==> src/sv/tpn_pkg.sv <==
// Shared types and constants for the tour planner.
// No dependencies; every other file except tpn_ram refers to this package by scoped names.
package tpn_pkg;

  localparam int MAX_TARGETS = 64;
  localparam int IDX_W       = 6;
  localparam int CNT_W       = 7;
  localparam int MAX_PASSES  = 64;
  localparam int PASS_W      = 8;
  localparam int COORD_W     = 16;
  localparam int DIST_W      = 21;
  localparam int RAD_W       = 42;
  localparam int REM_W       = 24;
  localparam int ROOT_STEPS  = 21;

  typedef struct packed {
    logic signed [COORD_W-1:0] pos_x;
    logic signed [COORD_W-1:0] pos_y;
    logic                      is_cleared;
    logic                      last_target;
  } in_req_t;

  typedef struct packed {
    logic [IDX_W-1:0] target_index;
    logic             route_last;
  } out_req_t;

  // one stored target: load-order index plus coordinates
  typedef struct packed {
    logic [IDX_W-1:0]          src;
    logic signed [COORD_W-1:0] x;
    logic signed [COORD_W-1:0] y;
  } coord_ent_t;

  typedef struct packed {
    logic              done;
    logic [DIST_W-1:0] len;
  } dist_res_t;

endpackage

==> src/sv/tpn_dist.sv <==
// Distance unit: floor(sqrt((dx^2+dy^2)*256)), squares then a bit-pair
// iterative square root. Depends on tpn_pkg.
module tpn_dist (
  input  logic                              clk,
  input  logic                              rst,
  input  logic                              start,
  input  logic signed [tpn_pkg::COORD_W-1:0] ax,
  input  logic signed [tpn_pkg::COORD_W-1:0] ay,
  input  logic signed [tpn_pkg::COORD_W-1:0] bx,
  input  logic signed [tpn_pkg::COORD_W-1:0] by,
  output tpn_pkg::dist_res_t                res
);

  typedef enum logic [1:0] {D_IDLE, D_SQ, D_SUM, D_ROOT} phase_t;

  phase_t                          phase;
  logic [tpn_pkg::COORD_W-1:0]     adx, ady;
  logic [2*tpn_pkg::COORD_W-1:0]   sqx, sqy;
  logic [tpn_pkg::RAD_W-1:0]       rad;
  logic [tpn_pkg::REM_W-1:0]       rem;
  logic [tpn_pkg::DIST_W-1:0]      root;
  logic [4:0]                      cnt;
  logic                            done;

  logic signed [tpn_pkg::COORD_W:0] dx, dy, ndx, ndy;
  logic [2*tpn_pkg::COORD_W:0]      sum;
  logic [tpn_pkg::REM_W-1:0]        rem_s, trial;

  always_comb begin
    dx    = {ax[tpn_pkg::COORD_W-1], ax} - {bx[tpn_pkg::COORD_W-1], bx};
    dy    = {ay[tpn_pkg::COORD_W-1], ay} - {by[tpn_pkg::COORD_W-1], by};
    ndx   = -dx;
    ndy   = -dy;
    sum   = {1'b0, sqx} + {1'b0, sqy};
    rem_s = {rem[tpn_pkg::REM_W-3:0], rad[tpn_pkg::RAD_W-1 -: 2]};
    trial = {1'b0, root, 2'b01};
  end

  always_ff @(posedge clk) begin
    if (rst) begin
      phase <= D_IDLE;
      done  <= 1'b0;
    end else begin
      done <= (phase == D_ROOT) && (cnt == 5'(tpn_pkg::ROOT_STEPS - 1));
      case (phase)
        D_IDLE: begin
          if (start) begin
            adx   <= dx[tpn_pkg::COORD_W] ? ndx[tpn_pkg::COORD_W-1:0] : dx[tpn_pkg::COORD_W-1:0];
            ady   <= dy[tpn_pkg::COORD_W] ? ndy[tpn_pkg::COORD_W-1:0] : dy[tpn_pkg::COORD_W-1:0];
            phase <= D_SQ;
          end
        end
        D_SQ: begin
          sqx   <= adx * adx;
          sqy   <= ady * ady;
          phase <= D_SUM;
        end
        D_SUM: begin
          rad   <= {1'b0, sum, 8'd0};
          rem   <= '0;
          root  <= '0;
          cnt   <= '0;
          phase <= D_ROOT;
        end
        D_ROOT: begin
          if (rem_s >= trial) begin
            rem  <= rem_s - trial;
            root <= {root[tpn_pkg::DIST_W-2:0], 1'b1};
          end else begin
            rem  <= rem_s;
            root <= {root[tpn_pkg::DIST_W-2:0], 1'b0};
          end
          rad <= {rad[tpn_pkg::RAD_W-3:0], 2'b00};
          cnt <= cnt + 5'd1;
          if (cnt == 5'(tpn_pkg::ROOT_STEPS - 1)) begin
            phase <= D_IDLE;
          end
        end
        default: phase <= D_IDLE;
      endcase
    end
  end

  assign res.done = done;
  assign res.len  = root;

endmodule

==> config.mk <==
export PLATFORM = sky130hd
export DESIGN_NAME = tpn_dist
export DESIGN_NICKNAME = d
export VERILOG_FILES = /design/src/sv/tpn_pkg.sv /design/src/sv/tpn_dist.sv
export SDC_FILE = /design/constraint.sdc
export NUM_CORES = 1
export LEC_CHECK = 0
export BUFFER_PORTS_ARGS = -buffer_cell sky130_fd_sc_hd__buf_2
export CAP_MARGIN = 20
export CORE_MARGIN = 2
export CORE_UTILIZATION = 65
export DETAILED_ROUTE_END_ITERATION = 7
export GPL_TIMING_DRIVEN = 0
export PLACE_DENSITY = 0.88
export SKIP_LAST_GASP = 1
export SLEW_MARGIN = 20
export SYNTH_ARGS = -nofsm -noshare
export SYNTH_HDL_FRONTEND = slang
export SYNTH_SLANG_ARGS = --single-unit
==> constraint.sdc <==
create_clock -name clk -period 21 [get_ports clk]
set_clock_uncertainty 0.2 [all_clocks]
set_input_delay 2.1 -clock clk [delete_from_list [all_inputs] [get_ports clk]]
set_output_delay 2.1 -clock clk [all_outputs]
set_load 0.05 [all_outputs]
==> summary.txt <==
Status
  • Status: finished, final reports clean

Clock network
  • Clock Latency Late Sink: 0.47 ns
  • CTS max path bufs: 2
  • Clk sink count: 179
  • CTS hold repair buffers: 0
  • Setup bufs post-CTS: 0
  • Number of clock buffers inserted by TritonCTS: 17
  • CTS tree: yes
  • Worst-path clk slew: 0.08 ns
  • H-tree levels: 4
  • Post-CTS sizing: 0
  • Clk root buf: clkbuf_16

Layout
  • Fill count: 2749
  • Most frequent cells in the layout: inv_1, fa_1, ha_1, nand2_1, edfxtp_1
  • Net count, final: 3508
  • Area grow syn2layout: 7.18%
  • Antenna diodes: 0
  • Layout cells sized above 1: 5.61%
  • Post-Layout Cell Count: 3350
  • Final core utilization: 70.8%
  • Commonest non-fill, non-tap cell in the layout: inv_1

Logic synthesis
  • Syn Nets: 3395
  • Synth area leaders: fa_1, edfxtp_1, ha_1, inv_1, xnor2_1
  • Seq/Total Area, Yosys: 20.9%
  • Post-synth ARST share: 0%
  • Synth Instances: 2706
  • Yosys warns: 0
  • Post-synth EDFFs: 176
  • Cell taking the most area after synthesis: fa_1
  • Share of the synthesized area in the top cell type: 25.5%
  • #FFs+latches synth: 179
  • Ys flop type: edfxtp_1
  • Mean post-synth cell area: 9.45 um2
  • Post-synthesis cell area: 0.0256 mm2
  • Number of distinct library cells after synthesis: 66

Floorplanning
  • Die width: 202 um
  • Core area: 0.0387 mm2
  • Die Footprint: 0.0409 mm2
  • Num rows: 72
  • Die height: 202 um
  • # IOs: 89
  • Initial Util: 66.0%

Place
  • DP Wirelength: 46.6 mm
  • Placed insts: 3318
  • Port Buffers: 88
  • Routability cong.: 0.964

STA
  • Fin crit period: 8.01 ns
  • RSZ-0062 raised after global routing: no
  • Post-route setup TNS: 0 ns
  • Final worst path period share: 38.1%
  • F_max: 125 MHz
  • Final hold violations: 0
  • Hold Worst Slack: 0.334 ns
  • Worst slew pin tran: 0.961 ns
  • Final Max Slew Viols: 0
  • Max-slew headroom: 34.3%
  • Final setup viols: 0

Worst setup path
  • Crit-path slowest cell: fa_1
  • Startpoint Class: flip-flop
  • Required @ worst endpoint: 21.01 ns
  • Crit-path max FO: 10
  • Crit path kind: reg -> reg
  • CP bufs+invs: 7
  • CP arrival: 8.02 ns
  • CP Capture Type: flip-flop
  • Largest delay share family, worst path: adder cells
  • Largest stage delay on the critical path: 0.57 ns

Global routing
  • Total gr overflow: 0
  • Vias in the first global route: 20.6k
  • Initial antenna violation count: 1
  • First-pass GRT wire length: 96.4 mm
  • Largest net degree at the start of global routing: 32
  • Overall routing resource usage: 29.3%

Drt
  • Pre-antenna DRT Iters: 5
  • Routed vias: 19.5k
  • Overall routed net length: 57.4 mm
  • Final ANT Viol Nets: 0
  • Vias/cell: 5.82
  • Initial DRC count: 1433
  • Per-cell routed wire length: 17.1 um
  • Post-route DRC: 0

Flow run
  • Max-Cap Viols: 0

Min path
  • HP Class: reg -> reg
worst paths after layout:
kind	from	end	slack, ns	depth (start not counted)
max	adx[1]	sqx[31]	12.99	25
min	rad[9]	rad[11]	0.33	2
max reg2reg	adx[1]	sqx[31]	12.99	25
min reg2reg	rad[9]	rad[11]	0.33	2
cells by family after synthesis:
group | Yosys count | synth area share (%)
adder cells (fa/ha/maj) | 622 | 40.0
buffers and inverters | 649 | 9.55
flip-flops | 179 | 20.9
AND/OR/NAND/NOR | 658 | 12.5
multiplexers | 24 | 0.964
XOR/XNOR | 157 | 5.38
AO/OA/AOI/OAI | 417 | 10.7
sequential cells by signal, summed over array words and instances (netlist names):
signal,cells
rad,34
sqx,31
sqy,31
rem,22
root,21
adx,16
ady,16
cnt,5
phase,2
done,1
Yosys cell counts, types with 12 or more instances:
master / instances
nand3_1: 33
inv_1: 584
ha_1: 296
and3_1: 18
edfxtp_1: 176
a211oi_1: 16
and2_1: 120
xor2_1: 49
o31ai_1: 22
o21bai_1: 12
nand2b_1: 16
nor3_1: 24
a31oi_1: 17
clkbuf_1: 61
nor2_1: 112
o21ai_0: 83
mux2i_1: 19
a21oi_1: 117
xnor2_1: 108
fa_1: 326
a21o_1: 52
nor2b_1: 50
o21a_1: 20
nand2_1: 236
metal layers:
layer	GRT usage, %	routed length [um]
met3	4.53	4160
met4	11.3	1860
met5	0	0
met1	35.8	22200
met2	52.3	29200
area by class of cell:
cell class                      count  area, um2  area share [%]
Buffer                             65        251           0.918
Clock buffer                       17        425            1.55
Clock inverter                     15        149           0.543
Inverter                          584       2190            8.00
Multi-Input combinational cell   1878      17800            65.0
Sequential cell                   179       5350            19.5
Tap cell                          518        648            2.36
Timing Repair Buffer               94        591            2.15
tightest hold or removal path, stage by stage, from the launching register on:
cell and delay, ns:
edfxtp_1 0.32, nand2_1 0.05, o21ai_0 0.06
metrics by stage:
| step | worst slack, ns | cell area [um2] |
|---|---|---|
| 2_1_floorplan | 14.29 | 25600 |
| 3_3_place_gp | 13.24 | 26700 |
| 3_5_place_dp | 13.15 | 26800 |
| 4_1_cts | 13.14 | 27400 |
| 5_1_grt | 12.60 | 27400 |
| 6_report | 12.99 | 27400 |
Power is left out: the tool's default activity adds up to more than one toggle a clock period on the data nets, which glitch-free logic cannot reach.
