**src/sv/tpn_ram.sv**
```systemverilog
// Generic RAM: one write port, two read ports with registered read data.
// No dependencies.
module tpn_ram #(
  parameter int W  = 8,
  parameter int AW = 6
) (
  input  logic          clk,
  input  logic          we,
  input  logic [AW-1:0] waddr,
  input  logic [W-1:0]  wdata,
  input  logic [AW-1:0] raddr_a,
  input  logic [AW-1:0] raddr_b,
  output logic [W-1:0]  rdata_a,
  output logic [W-1:0]  rdata_b
);

  logic [W-1:0] mem [2**AW];

  always_ff @(posedge clk) begin
    if (we) begin
      mem[waddr] <= wdata;
    end
    rdata_a <= mem[raddr_a];
    rdata_b <= mem[raddr_b];
  end

endmodule

```
**config.mk**
```make
export PLATFORM = sky130hd
export DESIGN_NAME = tpn_ram
export DESIGN_NICKNAME = d
export VERILOG_FILES = /design/src/sv/tpn_ram.sv
export SDC_FILE = /design/constraint.sdc
export NUM_CORES = 1
export LEC_CHECK = 0
export BUFFER_PORTS_ARGS = -buffer_cell sky130_fd_sc_hd__buf_2
export CORE_MARGIN = 5
export CORE_UTILIZATION = 57
export CTS_BUF_LIST = sky130_fd_sc_hd__clkbuf_4 sky130_fd_sc_hd__clkbuf_8 sky130_fd_sc_hd__clkbuf_16
export DETAILED_ROUTE_END_ITERATION = 8
export GPL_ROUTABILITY_DRIVEN = 1
export PLACE_DENSITY = 0.85
export SETUP_SLACK_MARGIN = 0.3
export SYNTH_ARGS = -nofsm -noshare
export SYNTH_HDL_FRONTEND = slang
export SYNTH_SLANG_ARGS = --single-unit
```
**constraint.sdc**
```tcl
create_clock -name clk -period 2.4 [get_ports clk]
set_clock_uncertainty 0.1 [all_clocks]
set_input_delay 0.48 -clock clk [delete_from_list [all_inputs] [get_ports clk]]
set_output_delay 0.48 -clock clk [all_outputs]
set_load 0.03 [all_outputs]
```
==> impl_metrics.csv, run 1 <==
group,metric,value,unit
clock_tree,cts.sinks,528,
die,design.core.area,42000,sq um
clock_tree,htree_num_levels,2,
logic_synthesis,synth_fp_nets,1239,
global_routing,grt_max_degree,65,
run,drv_cap,0,
clock_tree,cts_inserted_buffers,52,
placement,dp_cells,1894,
global_routing,grt_pass1_wl,98600,um
cells_and_area,final_common_cell,"edfxtp_1",
power_and_ir_drop,p_comb_share,9.6,%
power_and_ir_drop,p_int,0.0157,W
logic_synthesis,synth.distinct_cells,38,
cells_and_area,layout-drive-gt1-share,42.1,%
die,die_h,216,um
logic_synthesis,syn_inst,1211,
logic_synthesis,synth_area,24300,sq um
sta,drv_slew,0,
die,initial_core_util,57.7,%
cells_and_area,syn_to_final_growth,16.7,%
setup_path,timing_worst_setup_path_type,"reg2reg",
power_and_ir_drop,fin_total_pwr,0.0202,W
setup_path,cp_data_required_time,2.75,ns
logic_synthesis,syn_area_per_cell,20.0,sq um
power_and_ir_drop,power_density,713,nW/um^2
clock_tree,clock_latency,0.59,ns
global_routing,grt_usage,28.7,%
route,wl_per_cell,33.6,um
logic_synthesis,synthArstFlopShare,0,%
placement,place_area,26600,sq um
power_and_ir_drop,power_switching,0.00450,W
route,wl,67000,um
route,ant_nets,0,
setup_path,crit_path_start_kind,"flip-flop",
power_and_ir_drop,seq_power_share,50.8,%
logic_synthesis,synthTopCellsByArea,"edfxtp_1 63%, mux4_2 25%, mux2i_1 2.7%, dfxtp_1 1.3%, nor2_1 1.2%",
cells_and_area,num_antenna_cells,0,
logic_synthesis,yosys.area.top_type_share,63.3,%
logic_synthesis,yosys.area.top_type,"edfxtp_1",
die,io_pins,44,
setup_path,cp.arrival,2.46,ns
sta,hold_viol,0,
clock_tree,clkTransAtPathRegs,0.06,ns
cells_and_area,final_cell_mix,"512 x edfxtp_1, 270 x mux4_2, 164 x buf_4",
logic_synthesis,synth-main-ff-cell,"edfxtp_1",
cells_and_area,layout.nets,1439,
clock_tree,cts_tree,"built",
status,status,"finished clean",
logic_synthesis,synth_edf_count,512,
power_and_ir_drop,leakagePower,9.43,nW
global_routing,antenna_found_initial,1,
die,num_rows,75,
sta,finalSetupViolCount,0,
global_routing,grt_pass1_vias,15000,
sta,hold-worst-slack,0.234,ns
route,drt_first_iter_violations,2125,
setup_path,path_max_fanout,2,
power_and_ir_drop,peakVddDrop,0.696,mV
route,viasPerCell,7.25,
placement,place_congestion,0.908,
min_path,min_path_type,"in2reg",
cells_and_area,nFillCells,2549,
route,dr_total_vias,14400,
route,first_pass_iters,7,
die,die_w,216,um
placement,hpwl,44300,um
placement,port_buffers,43,
logic_synthesis,synth-seq-area-share,64.7,%
die,dieArea,46800,sq um
cells_and_area,final_cells,1992,
sta,fmax,474,MHz
sta,finalCriticalPeriod,2.11,ns
setup_path,endpoint_kind,"flip-flop",
global_routing,overflow,0,
sta,tightest_slew,0.749,ns
sta,grt_setup_unrepaired,"yes",
power_and_ir_drop,power.share.clock,39.6,%
route,drc,0,
clock_tree,root_buffer,"clkbuf_16",
logic_synthesis,synth-seq-cells,528,
sta,relSlewSlack,49.9,%
power_and_ir_drop,switching_share,22.3,%
sta,period_share,88.0,%
clock_tree,clockBufferDepth,3,
cells_and_area,finish.instance_area,28300,sq um
logic_synthesis,synth_warnings,0,
==> layout make-up <==
| class | instances | area [sq um] | share of cell area (%) |
|---|---|---|---|
| clock inverters | 14 | 93.8 | 0.331 |
| multi-input cells | 587 | 8140 | 28.7 |
| flip-flops and latches | 528 | 15700 | 55.4 |
| repair buffers | 239 | 2140 | 7.54 |
| inverters | 3 | 11.3 | 0.0397 |
| clock buffers | 82 | 1590 | 5.60 |
| well taps | 539 | 674 | 2.38 |
==> what timing repair did <==
item                       in CTS  in global routing
setup endpoints to repair       4                 11
cloned                          0                  1
hold buffers                    0                  0
gates resized for setup         4                 11
buffers inserted                0                  1
==> routing by layer <==
metal | track usage, % | share of wire, % | vias to the layer above
met5 | 0 | 0.021 | -
met4 | 11.8 | 5.1 | 2
met3 | 6.57 | 12 | 230
met2 | 47.1 | 49 | 1172
met1 | 38.0 | 34 | 7410
li1 | - | - | 5630
==> state kept, by name, indices dropped and copies added, names as in the netlist <==
signal	count
rdata_b	8
mem	512
rdata_a	8
==> power groups by stage <==
| stage | Combinational (W) | Sequential [W] | Clock, W |
|---|---|---|---|
| 2_1_floorplan | 0.00102 | 0.0105 | 0 |
| 3_3_place_gp | 0.00183 | 0.0104 | 0 |
| 3_5_place_dp | 0.00187 | 0.0104 | 0 |
| 4_1_cts | 0.00189 | 0.0103 | 0.00805 |
| 5_1_grt | 0.00202 | 0.0103 | 0.00846 |
| 6_report | 0.00194 | 0.0103 | 0.00800 |
==> critical path, stage by stage, from the launching register on <==
cell and delay, ns:
edfxtp_1 0.42, mux4_2 0.52, mux4_2 0.51, o21ai_2 0.30, o22ai_1 0.13
==> worst paths after layout <==
| kind | from | endpoint | slack, ns | cells after the start |
|---|---|---|---|---|
| setup / recovery | mem[53][0]$_DFFE_PP_ | rdata_a[0]$_DFF_P_ | 0.29 | 4 |
| hold / removal | raddr_b[4] | rdata_b[7]$_DFF_P_ | 0.23 | 3 |
| hold reg to reg | mem[24][5]$_DFFE_PP_ | rdata_b[5]$_DFF_P_ | 0.73 | 5 |
| setup reg to reg | mem[53][0]$_DFFE_PP_ | rdata_a[0]$_DFF_P_ | 0.29 | 4 |
==> cell families (layout without fill, tap and decap cells) <==
group / Yosys count / after routing / synth area share [%]
AND/OR/NAND/NOR: 149 / 149 / 2.69
buffers and inverters: 96 / 338 / 1.98
AO/OA/AOI/OAI: 100 / 100 / 2.81
multiplexers: 338 / 338 / 27.9
flip-flops: 528 / 528 / 64.7
==> metrics by stage <==
step           util, %  setup WS [ns]  TNS (ns)
5_1_grt           67.4          0.237         0
4_1_cts           67.2          0.269         0
3_3_place_gp      63.2         -0.192     -1.92
3_5_place_dp      63.2         -0.276     -2.45
2_1_floorplan        -          0.177         0
6_report          67.4          0.288         0
==> synthesized netlist by cell type (all sizes together) (6+ instances only) <==
cell type / number
nor2b: 8
nor2: 75
buf: 59
edfxtp: 512
mux4: 270
nand2: 28
o21ai: 24
mux2i: 66
dfxtp: 16
a21oi: 10
a22oi: 14
clkbuf: 34
nand3: 20
a221oi: 7
nand2b: 6
o22ai: 20
Power figures use the tool's default switching activity.
==> run 2, diff against run 1 <==
- clock period: 2.4 -> 1.8 ns (I/O delays scaled with it)
==> run 2 against run 1 <==
  * The flow now finishes with violations (negative setup slack)
  * Sequential power is 33% higher
  * First-iteration DRC count hardly changed
  * Critical path type unchanged
  * Worst hold slack worse by 0.12 ns
  * Clock power is 39% higher
  * Routed wire length is 4.7% higher
  * Largest power group unchanged
  * Sequential cell count stayed put
  * Cell count is 2.0% higher
  * Maximum frequency is 1.9% lower
  * Core utilization is 4.8 points higher
==> impl_metrics.csv, run 2 (synthesis results as in run 1) <==
group,metric,value,unit
power_and_ir_drop,switching_share,22.8,%
sta,finalCriticalPeriod,2.15,ns
global_routing,grt_max_degree,65,
route,wl_per_cell,34.5,um
setup_path,cp_data_required_time,2.24,ns
die,die_h,216,um
route,dr_total_vias,14700,
cells_and_area,layout.nets,1478,
status,status,"finished with violations",
global_routing,overflow,0,
placement,place_congestion,0.907,
global_routing,grt_pass1_vias,15300,
sta,final.setup.worst_slack,-0.354,ns
placement,pre_cts_ws,-0.794,ns
power_and_ir_drop,power.share.clock,39.9,%
setup_path,crit_path_start_kind,"flip-flop",
power_and_ir_drop,power_switching,0.00635,W
setup_path,cp.arrival,2.59,ns
cells_and_area,syn_to_final_growth,25.0,%
power_and_ir_drop,p_comb_share,10.8,%
sta,period_share,120,%
clock_tree,cts_tree,"built",
sta,grt_setup_unrepaired,"yes",
die,num_rows,75,
power_and_ir_drop,seq_power_share,49.3,%
clock_tree,cts.hold.buffers_added,0,
clock_tree,clkTransAtPathRegs,0.06,ns
cells_and_area,nFillCells,2294,
route,viasPerCell,7.24,
cells_and_area,largest_register_ffs,512,
setup_path,reg2reg_from,"mem[37][7]$_DFFE_PP_",
sta,drv_slew,0,
global_routing,grt_pass1_wl,102000,um
status,violations,"negative setup slack",
route,ant_nets,0,
clock_tree,htree_num_levels,2,
setup_path,timing_worst_setup_path_type,"reg2reg",
setup_path,timing.rr.end,"rdata_a[7]$_DFF_P_",
route,first_pass_iters,5,
clock_tree,clock_latency,0.61,ns
clock_tree,cts.sinks,528,
power_and_ir_drop,power_density,916,nW/um^2
sta,tightest_slew,1.29,ns
run,drv_cap,0,
sta,hold_viol,0,
placement,hpwl,44900,um
die,dieArea,46800,sq um
sta,setup_tns,-2.73,ns
die,io_pins,44,
cells_and_area,num_antenna_cells,0,
cells_and_area,final_common_cell,"edfxtp_1",
setup_path,endpoint_kind,"flip-flop",
global_routing,antenna_found_initial,0,
cells_and_area,final_cell_mix,"512 x edfxtp_1, 270 x mux4_2, 155 x buf_4",
setup_path,r2r_setup_slack,-0.35,ns
global_routing,grt_usage,29.8,%
sta,relSlewSlack,13.8,%
min_path,min_path_type,"in2reg",
route,drt_first_iter_violations,2124,
clock_tree,root_buffer,"clkbuf_16",
sta,fmax,464,MHz
placement,port_buffers,43,
power_and_ir_drop,leakagePower,9.98,nW
power_and_ir_drop,p_int,0.0214,W
route,drc,0,
setup_path,path_max_fanout,2,
cells_and_area,top_register,"mem",
clock_tree,cts_inserted_buffers,53,
die,die_w,216,um
cells_and_area,top_regs,"mem x512, rdata_a x8, rdata_b x8",
sta,finalSetupViolCount,15,
setup_path,endpoint,"rdata_a[7]$_DFF_P_",
placement,place_area,28000,sq um
cells_and_area,finish.instance_area,30400,sq um
setup_path,worst-r2r-cell-count,6,
power_and_ir_drop,peakVddDrop,0.777,mV
cells_and_area,layout-drive-gt1-share,52.0,%
setup_path,cp-startpoint,"mem[37][7]$_DFFE_PP_",
clock_tree,clockBufferDepth,3,
sta,hold-worst-slack,0.118,ns
die,design.core.area,42000,sq um
route,wl,70100,um
die,initial_core_util,57.7,%
run 2: cell count changes in the layout (fill, tap and decap cells not counted), sizes merged:
cell	delta
buf	+38
bufinv	+4
clkbuf	-13
clkinv	+11
clkinvlp	-1
inv	+1
run 2: routing by layer:
layer | part of all wire, % | GRT usage (%) | vias to the layer above
met4 | 5.0 | 13.1 | 0
met5 | 0 | 0 | -
met1 | 34 | 38.8 | 7687
met3 | 11 | 5.99 | 215
met2 | 50 | 49.7 | 1085
li1 | - | - | 5729
run 2: critical path, stage by stage (launching register included):
cell and delay, ns:
edfxtp_1 0.39, mux4_2 0.26, nor2b_1 0.17, a211oi_2 0.05, buf_4 0.16, a2111oi_0 0.74, a311o_1 0.22
run 2: worst min path at each step:
stage                                  start                  end  cells after the start  slack (ns)
after floorplan                     wdata[0]  mem[0][0]$_DFFE_PP_                      0        0.36
after global placement            raddr_a[5]   rdata_a[4]$_DFF_P_                      3        0.69
after detailed placement  rdata_b[2]$_DFF_P_           rdata_b[2]                      1        0.70
after CTS                         raddr_a[5]   rdata_a[4]$_DFF_P_                      3        0.07
after global routing              raddr_a[5]   rdata_a[4]$_DFF_P_                      3        0.09
final                             raddr_a[5]   rdata_a[4]$_DFF_P_                      3        0.12
run 2: cell type report:
cell class,instances,area (sq um),share of cell area [%]
clock buffer,69,1470,4.83
clock inverter,29,289,0.952
inverter,3,11.3,0.0371
multi-input combinational,587,9030,29.8
sequential,528,15700,51.8
tap,539,674,2.22
timing repair buffer,277,3150,10.4
run 2: power groups by stage:
stage	sequential [W]	clock (W)	combinational, W
finish	0.0137	0.0111	0.00299
global route	0.0137	0.0117	0.00309
CTS	0.0137	0.0111	0.00290
detailed placement	0.0139	0	0.00269
global placement	0.0139	0	0.00263
floorplan	0.0140	0	0.00150
run 2: repair_timing:
item                       4_1_cts  5_1_grt
pin swaps                       11       15
setup endpoints to repair       32       32
resized for setup               96       15
buffers inserted                14        3
run 2: stage by stage:
stage                     util [%]  total power [W]  std cells
after global placement        66.5           0.0166       1917
final                         72.2           0.0278       2032
after floorplan                  -           0.0155       1211
after CTS                     72.0           0.0278       2029
after global routing          72.2           0.0285       2032
after detailed placement      66.5           0.0166       1917
